`src/rtl/sspc_pkg.sv`:
```
package sspc_pkg;

    localparam int TIME_SHIFT_DEF = 10;
    localparam int STEP_UNITS     = 256;
    localparam int STEP_SHIFT     = 8;
    localparam int PID_SHIFT      = 10;
    localparam int WRAP_LIMIT     = 51200;
    localparam int WRAP_BIAS      = 32'h0100_0000;
    localparam int DIV_NUM_W      = 48;
    localparam int DIV_DEN_W      = 32;

    typedef enum logic [1:0] {
        MODE_OFF    = 2'd0,
        MODE_OPEN   = 2'd1,
        MODE_TORQUE = 2'd2,
        MODE_PID    = 2'd3
    } mode_t;

    typedef enum logic [2:0] {
        REG_MODE   = 3'd0,
        REG_SPR    = 3'd1,
        REG_MULT   = 3'd2,
        REG_RUN    = 3'd3,
        REG_HOLD   = 3'd4,
        REG_GAIN_P = 3'd5,
        REG_GAIN_I = 3'd6,
        REG_GAIN_D = 3'd7
    } reg_idx_t;

    typedef enum logic [3:0] {
        ST_IDLE, ST_PROD, ST_PHASE, ST_DIFF, ST_ERR, ST_INT, ST_ACC,
        ST_WAIT, ST_SUM, ST_CO, ST_SCALE, ST_FINISH, ST_DONE
    } state_t;

    typedef struct packed {
        logic busy;
        logic done;
    } div_stat_t;

endpackage

```
`src/rtl/sspc_div.sv`:
```
// Restoring unsigned divider, one quotient bit per cycle.
module sspc_div
    import sspc_pkg::*;
(
    input  logic                 clk,
    input  logic                 rst_n,
    input  logic                 start,
    input  logic [DIV_NUM_W-1:0] num,
    input  logic [DIV_DEN_W-1:0] den,
    output div_stat_t            stat,
    output logic [DIV_NUM_W-1:0] quo
);

    localparam int CNT_W = $clog2(DIV_NUM_W);

    logic [DIV_DEN_W-1:0] rem_reg, rem_next;
    logic [DIV_NUM_W-1:0] quo_reg, quo_next;
    logic [DIV_DEN_W-1:0] den_reg;
    logic [CNT_W-1:0]     cnt_reg;
    logic                 busy_reg, done_reg;
    logic [DIV_DEN_W:0]   shifted;
    logic [DIV_DEN_W:0]   trial;

    always_comb
    begin
        shifted = {rem_reg, quo_reg[DIV_NUM_W-1]};
        trial   = shifted - {1'b0, den_reg};
        if (!trial[DIV_DEN_W])
        begin
            rem_next = trial[DIV_DEN_W-1:0];
            quo_next = {quo_reg[DIV_NUM_W-2:0], 1'b1};
        end
        else
        begin
            rem_next = shifted[DIV_DEN_W-1:0];
            quo_next = {quo_reg[DIV_NUM_W-2:0], 1'b0};
        end
    end

    always_ff @(posedge clk or negedge rst_n)
    begin
        if (!rst_n)
        begin
            busy_reg <= 1'b0;
            done_reg <= 1'b0;
            cnt_reg  <= '0;
        end
        else
        begin
            done_reg <= 1'b0;
            if (start)
            begin
                busy_reg <= 1'b1;
                cnt_reg  <= CNT_W'(DIV_NUM_W - 1);
            end
            else if (busy_reg)
            begin
                cnt_reg <= cnt_reg - 1'b1;
                if (cnt_reg == '0)
                begin
                    busy_reg <= 1'b0;
                    done_reg <= 1'b1;
                end
            end
        end
    end

    always_ff @(posedge clk)
    begin
        if (start)
        begin
            rem_reg <= '0;
            quo_reg <= num;
            den_reg <= den;
        end
        else if (busy_reg)
        begin
            rem_reg <= rem_next;
            quo_reg <= quo_next;
        end
    end

    assign stat.busy = busy_reg;
    assign stat.done = done_reg;
    assign quo       = quo_reg;

endmodule

```
`config.mk`:
```
export PLATFORM = sky130hd
export DESIGN_NAME = sspc_div
export DESIGN_NICKNAME = d
export VERILOG_FILES = /design/src/rtl/sspc_pkg.sv /design/src/rtl/sspc_div.sv
export SDC_FILE = /design/constraint.sdc
export NUM_CORES = 1
export LEC_CHECK = 0
export BUFFER_PORTS_ARGS = -buffer_cell sky130_fd_sc_hd__clkbuf_2
export CAP_MARGIN = 40
export CORE_MARGIN = 2
export CORE_UTILIZATION = 25
export DETAILED_ROUTE_END_ITERATION = 12
export PLACE_DENSITY = 0.47
export SLEW_MARGIN = 25
export SYNTH_ARGS = -nofsm -noshare
export SYNTH_HDL_FRONTEND = slang
export SYNTH_SLANG_ARGS = --single-unit
```
`constraint.sdc`:
```
create_clock -name clk -period 2.8 [get_ports clk]
set_input_delay 0.28 -clock clk [delete_from_list [all_inputs] [get_ports clk]]
set_output_delay 0.28 -clock clk [all_outputs]
set_load 0.03 [all_outputs]
```
==> metrics.txt, run 1 <==
status=finished clean; die width=169 um; setup slack on the worst flop-to-flop path=0.07 ns; Post-Synth Adder-Cell Area=under 10%; Setup CP Type=reg2reg; slowest cell on the critical path=edfxtp_1; Port Buffer Count=approximately 130; crit-path cells=ha_4 > fa_2 > nand2b_4 > a21oi_4 > o41ai_4 > o21ai_2 > a211oi_4 > xnor2_2 > buf_12 > mux2_4 > a22o_1; Layout fillers=~2,800; Worst Path Arrival=roughly 3.0 ns; max reg flops=48; Final min period=roughly 2.7 ns; Post-synth EDFFs=80; Primary FF master, synth=edfxtp_1; Worst VDD drop=around 360 uV; R2R depth=11; Cell Area, Synth=between 6000 and 7000 um2; Residual DRC=0; Fmax=between 0.3 and 0.4 GHz; Root Driver=clkbuf_16; cell area after layout=roughly 9200 um2; total number of vias=~5,400; antenna viol nets, final=0; DRT Pass-1 Iters=6; layout cells sized above 1=between 40% and 50%; Global Route Usage Sum=12.9%; Post-Synth XOR/XNOR Area=between 3 and 4%; H-tree depth=4; GPL Wtd Cong=0.801; WP buf/inv=1; largest net degree at the start of global routing=67; vias in the first global route=approximately 5,400; final count of hold timing violations=0; Critical Path Start Type=register; Core Box Area=between 20,000 and 30,000 um2; initial DRC count=between 200 and 300; CTS Sinks=120; # diodes=0; Synth Area in Compound Gates=between 10% and 20%; Slew HR=between 50% and 60%; Post-Syn Nets=between 700 and 800; Final Skew=between 0.01 and 0.015 ns; dpl cell area=roughly 8300 um2; Max Cap Viol=0; CTS clk-pin slew, worst paths=roughly 0.060 ns; Final nets=approximately 960; fin crit share=between 90% and 100%; ys async rst share=under 10%; Site Rows=60; Levels on crit path=11; Synth Warn #=0; CP endpoint kind=register; worst hold path stage count=1; Seq/Total Area, Yosys=47.6%; hold path start=den[31]; Simple-Gate Fraction of Synth Area=a little over an eighth; Max clock buf depth=2; main combinational cell family by area after synthesis=compound AO/OA/AOI/OAI gates; first-pass GRT wire length=28,900 um; Post-Syn Instances=643; Mapped Avg Cell Area=~11 um2; CP peak stage delay=between 0.4 and 0.5 ns; Hold Crit Class=in2reg; Boundary Pins=about 130; Num CTS Buffers=17; crit-path leading delay family=compound AO/OA/AOI/OAI gates; area growth from synthesis to layout=34.7%; Die Y-Extent=~170 um; Slew Limit Fails=0; Worst Max-Slew Pin Slew=0.742 ns; leakage power=around 3.9 nW; Initial Utilization=25.4%; overflow left after global routing=0; die area=approximately 29,000 um2; routed vias/inst=4.54; Worst Path Required=3.10 ns; unrepaired setup endpoints after global routing=true; Skew-Pair Late Insertion Delay=~0.42 ns; post-synthesis mux area share=roughly 7.9%; Final Power=around 8 mW; worst r2r src=den_reg[0]; routed len/inst=about 15 um; Final setup viols=0; antenna violations before repair=0; commonest non-fill, non-tap cell in the layout=clkbuf_2; #FFs+latches synth=120; dpl hpwl=13,400 um; Netlist cell types=71; Power Density=a little under 900 nW/um2; CTS tree=yes; Crit Path Max Fanout=5; final wirelength=18,400 um; fin util=about a third; most frequent cells in the layout=clkbuf_2, edfxtp_1, buf_4; CP Launch Point=den_reg[0]
==> cell type report <==
class,instances,area (um2),share of cell area [%]
Multi-Input combinational cell,446,3500,38.1
Sequential cell,120,3240,35.3
Timing Repair Buffer,212,1320,14.3
Clock buffer,18,429,4.67
Tap cell,341,427,4.65
Inverter,41,154,1.68
Clock inverter,14,116,1.27
==> layer usage <==
| metal | up-vias | wire [um] | track usage (%) |
|---|---|---|---|
| met5 | - | 0 | 0 |
| met4 | 0 | 262 | 3.86 |
| met3 | 14 | 563 | 2.69 |
| met2 | 80 | 8800 | 20.8 |
| met1 | 2579 | 8800 | 17.3 |
| li1 | 2741 | - | - |
==> through the flow <==
stage / worst slack (ns) / hold slack [ns] / setup TNS, ns / cells
5_1_grt: -0.0750 / 0.0141 / -0.783 / 1192
3_3_place_gp: 0.0404 / 0.145 / 0 / 1151
2_1_floorplan: 0.00130 / -0.0156 / 0 / 643
3_5_place_dp: 0.00950 / 0.145 / 0 / 1151
4_1_cts: 0.00567 / 0.0122 / 0 / 1184
6_report: 0.0665 / 0.0331 / 0 / 1192
==> where the power goes <==
part	total [mW]	switching, mW	internal, mW
Sequential	2.47	0.248	2.22
Combinational	3.59	1.88	1.71
Clock	2.06	0.908	1.16
==> kinds of logic after synthesis <==
family,count (synthesis)
buffers and inverters,77
flip-flops,120
XOR/XNOR,30
AND/OR/NAND/NOR,195
multiplexers,48
adder cells (fa/ha/maj),35
AO/OA/AOI/OAI,138
==> final timing paths <==
path	end
min in group asynchronous	cnt_reg[4]
hold reg to reg	rem_reg[15]
setup reg to reg	rem_reg[7]
max in group asynchronous	busy_reg
setup / recovery	rem_reg[7]
hold / removal	den_reg[31]
==> repair_timing <==
item	CTS	global route
pin swaps	0	8
endpoints found under the hold margin	8	0
buffers inserted	0	7
gates cloned	0	1
hold buffers	1	0
setup endpoints to repair	2	32
resized for setup	2	45
==> cell usage after synthesis (16+ instances only) <==
library cell  number  area share (%)
nand2_1           72             4.0
clkbuf_1          20             1.1
mux2_2            47             7.8
a21oi_1           29             2.1
dfxtp_1           32             9.4
o21ai_0           21             1.5
inv_1             41             2.3
a311oi_1          16             2.1
nor2_1            50             2.8
edfxtp_1          80              35
xnor2_1           18             2.3
ha_1              34             6.2
(Power assumes the default switching activity.)
==> inputs of run 2 (changes only) <==
--- a/config.mk
+++ b/config.mk
@@ -5,12 +5,14 @@
 export SDC_FILE = /design/constraint.sdc
 export NUM_CORES = 1
 export LEC_CHECK = 0
+export ABC_AREA = 1
 export BUFFER_PORTS_ARGS = -buffer_cell sky130_fd_sc_hd__clkbuf_2
 export CAP_MARGIN = 40
 export CORE_MARGIN = 2
 export CORE_UTILIZATION = 25
 export DETAILED_ROUTE_END_ITERATION = 12
-export PLACE_DENSITY = 0.47
+export PLACE_DENSITY = 0.46
+export SKIP_LAST_GASP = 1
 export SLEW_MARGIN = 25
 export SYNTH_ARGS = -nofsm -noshare
 export SYNTH_HDL_FRONTEND = slang
==> metrics.txt, run 2 <==
Num CTS Buffers=17 (unchanged); CTS tree=yes; Worst VDD drop=282 uV (-21%); leakage power=5.11 nW (+30%); commonest non-fill, non-tap cell in the layout=nand2_1; max reg flops=48 (unchanged); Final setup viols=0 (unchanged); Power Density=555 nW/um2 (-37%); worst hold path stage count=1 (unchanged); first-pass GRT wire length=35,600 um (+23%); overflow left after global routing=0 (unchanged); Die Y-Extent=178 um (+5.3%); most frequent cells in the layout=nand2_1, inv_1, clkbuf_2; slowest cell on the critical path=fa_1; Post-Syn Instances=1,106 (+72%); #FFs+latches synth=120 (unchanged); Cell Area, Synth=7580 um2 (+11%); area leader, netlist=edfxtp_1; Hold Crit Class=in2reg; ys async rst share=6.67% (unchanged); total number of vias=6,846 (+26%); antenna viol nets, final=0 (unchanged); R2R depth=17 (+6); dpl cell area=8700 um2 (+4.5%); Primary FF master, synth=edfxtp_1; CTS Sinks=120 (unchanged); Seq/Total Area, Yosys=42.8% (-4.8 points); crit-path leading delay family=simple AND/OR/NAND/NOR gates; # diodes=0 (unchanged); CTS clk-pin slew, worst paths=0.07 ns (about the same); Final Skew=0.0115 ns (-0.00115 ns); Post-synth EDFFs=80 (unchanged); Max Cap Viol=0 (unchanged); Worst Max-Slew Pin Slew=0.658 ns (-0.0835 ns); Worst Path Arrival=2.80 ns (-0.24 ns); vias in the first global route=6,873 (+28%); Crit Path Max Fanout=27 (+22); largest net degree at the start of global routing=53 (-21%); area growth from synthesis to layout=23.4%; Post-Syn Nets=1,224 (+61%); crit-path cells=inv_1 > ha_1 > fa_1 > inv_1 > nand2_1 > nand2_1 > nand3_1 > nand2_1 > nand2_1 > nand2_1 > nand2_2 > nand2_2 > nand2_2 > nand2_8 > nand2_1 > nand3_1 > nand2_1; hold path start=den[21]; layout cells sized above 1=14.6% (-27 points); Slew HR=56.1% (+5.6 points); Core Box Area=29,700 um2 (+11%); antenna violations before repair=0 (unchanged); Fmax=0.402 GHz (+9.8%); Root Driver=clkbuf_16; initial DRC count=398 (+40%); setup TNS=0 ns (unchanged); multi-input combinational cell area=3420 um2 (-2.1%); Netlist cell types=32 (-55%); most numerous cell in the Yosys netlist=nand2_1; CP peak stage delay=0.41 ns (about the same); Final min period=2.49 ns (-0.244 ns); Port Buffer Count=132 (unchanged); Site Rows=63 (+5.0%); DRT Pass-1 Iters=5 (-1); die width=178 um (+5.3%); status=finished clean; Final Power=5.19 mW (-36%); register area=3240 um2 (about the same); Synth area leaders=edfxtp_1, nand2_1, inv_1; Mapped Avg Cell Area=6.85 um2 (-35%); dpl hpwl=16,300 um (+21%); unrepaired setup endpoints after global routing=false; GPL Wtd Cong=0.845 (+5.5%); Layout fillers=3,216 (+17%); final wirelength=21,700 um (+18%); CP endpoint kind=register; cell area after layout=9350 um2 (+1.8%); die area=31,700 um2 (+11%); top post-synthesis cells by count=nand2_1, inv_1, edfxtp_1, nand3_1, nor2_1; Min-Delay Endpoint=den_reg[21]; Residual DRC=0 (unchanged); Hold Worst Slack=0.0290 ns (-0.00408 ns); Slew Limit Fails=0 (unchanged); routed vias/inst=4.16 (-8.4%); setup slack on the worst flop-to-flop path=0.31 ns (+0.24 ns); WP buf/inv=2 (+1); Final nets=1,361 (+42%); worst r2r src=quo[47]; Setup CP Type=reg2reg; Skew-Pair Late Insertion Delay=0.42 ns (about the same); Boundary Pins=133 (unchanged); Worst path most repeated cell=nand2_1; H-tree depth=4 (unchanged); final count of hold timing violations=0 (unchanged); Max clock buf depth=2 (unchanged); Levels on crit path=17 (+6); Worst Path Required=3.11 ns (about the same); fin crit share=88.9% (-8.7 points); end of the worst register-to-register path=rem_reg[2]; Critical Path Start Type=register; Global Route Usage Sum=14.4% (+1.5 points); Initial Utilization=25.5% (+0.14 points); Post-CTS Setup Bufs=0 (unchanged); routed len/inst=13.2 um (-15%); top-area cell type share of the netlist area=31.7% (-3.5 points); Synth Warn #=0 (unchanged)
-- run 2: changes by cell type in the layout (fill, tap and decap cells not counted), sizes merged, moves of 7 or more --
cell    before  now
inv         48  215
nand3       10   65
buf         80   10
o21ai       26   10
a21oi       29   20
mux2        48    0
a311oi      25    0
nand2       80  522
xor2        11    2
a21o        12    1
nand2b      12    0
nor2b        7    0
-- run 2: logic make-up (layout without fill, tap and decap cells) --
group                      count (synthesis)  after routing  synth area share, %
AOI/OAI and AO/OA                         34             34                 2.38
xor gates and xnor gates                  15             15                 1.73
adders and majority gates                 35             35                 5.88
buffers and inverters                    238            388                 12.2
DFF                                      120            120                 42.8
and+or+nand+nor                          664            664                 35.0
-- run 2: worst max-delay path by stage --
stage	endpoint	slack [ns]	start
finish	rem_reg[2]	0.31	quo[47]
global route	rem_reg[13]	0.02	quo[47]
CTS	rem_reg[2]	0.16	quo[47]
detailed placement	rem_reg[2]	0.18	quo[47]
global placement	rem_reg[2]	0.25	quo[47]
floorplan	quo[0]	0.29	quo[47]
-- run 2: per-layer routing --
metal	share of wire, %	GRT usage (%)	vias up	wire length [um]
met1	48	18.9	3030	10300
met4	0.96	3.21	0	207
met3	7.8	4.84	16	1690
li1	-	-	3628	-
met2	44	22.9	172	9450
met5	0	0	-	0
-- run 2: repair_timing --
action                                 CTS  global route
endpoints found under the hold margin    8             0
setup endpoints to repair                0            27
hold buffers                             1             0
gates resized for setup                  0             2
-- run 2: cell type report --
class / instances / area share, %
tap: 390 / 5.22
multi-input combinational: 748 / 36.6
sequential: 120 / 34.7
inverter: 214 / 8.59
clock inverter: 14 / 2.11
timing repair buffer: 142 / 8.23
clock buffer: 18 / 4.59
-- run 2: per-stage QoR --
stage | utilization [%] | cells | setup slack, ns
final | 31.5 | 1646 | 0.310
after global routing | 31.5 | 1646 | 0.0190
after CTS | 31.4 | 1646 | 0.165
after detailed placement | 29.3 | 1613 | 0.182
after global placement | 29.3 | 1613 | 0.250
after floorplan | - | 1106 | 0.295
-- run 2: where the power goes --
| part | switching, mW | total [mW] | leakage, nW | internal, mW |
|---|---|---|---|---|
| sequential | 0.0619 | 2.08 | 1.18 | 2.02 |
| combinational | 0.470 | 0.694 | 3.63 | 0.223 |
| clock | 0.918 | 2.42 | 0.302 | 1.50 |
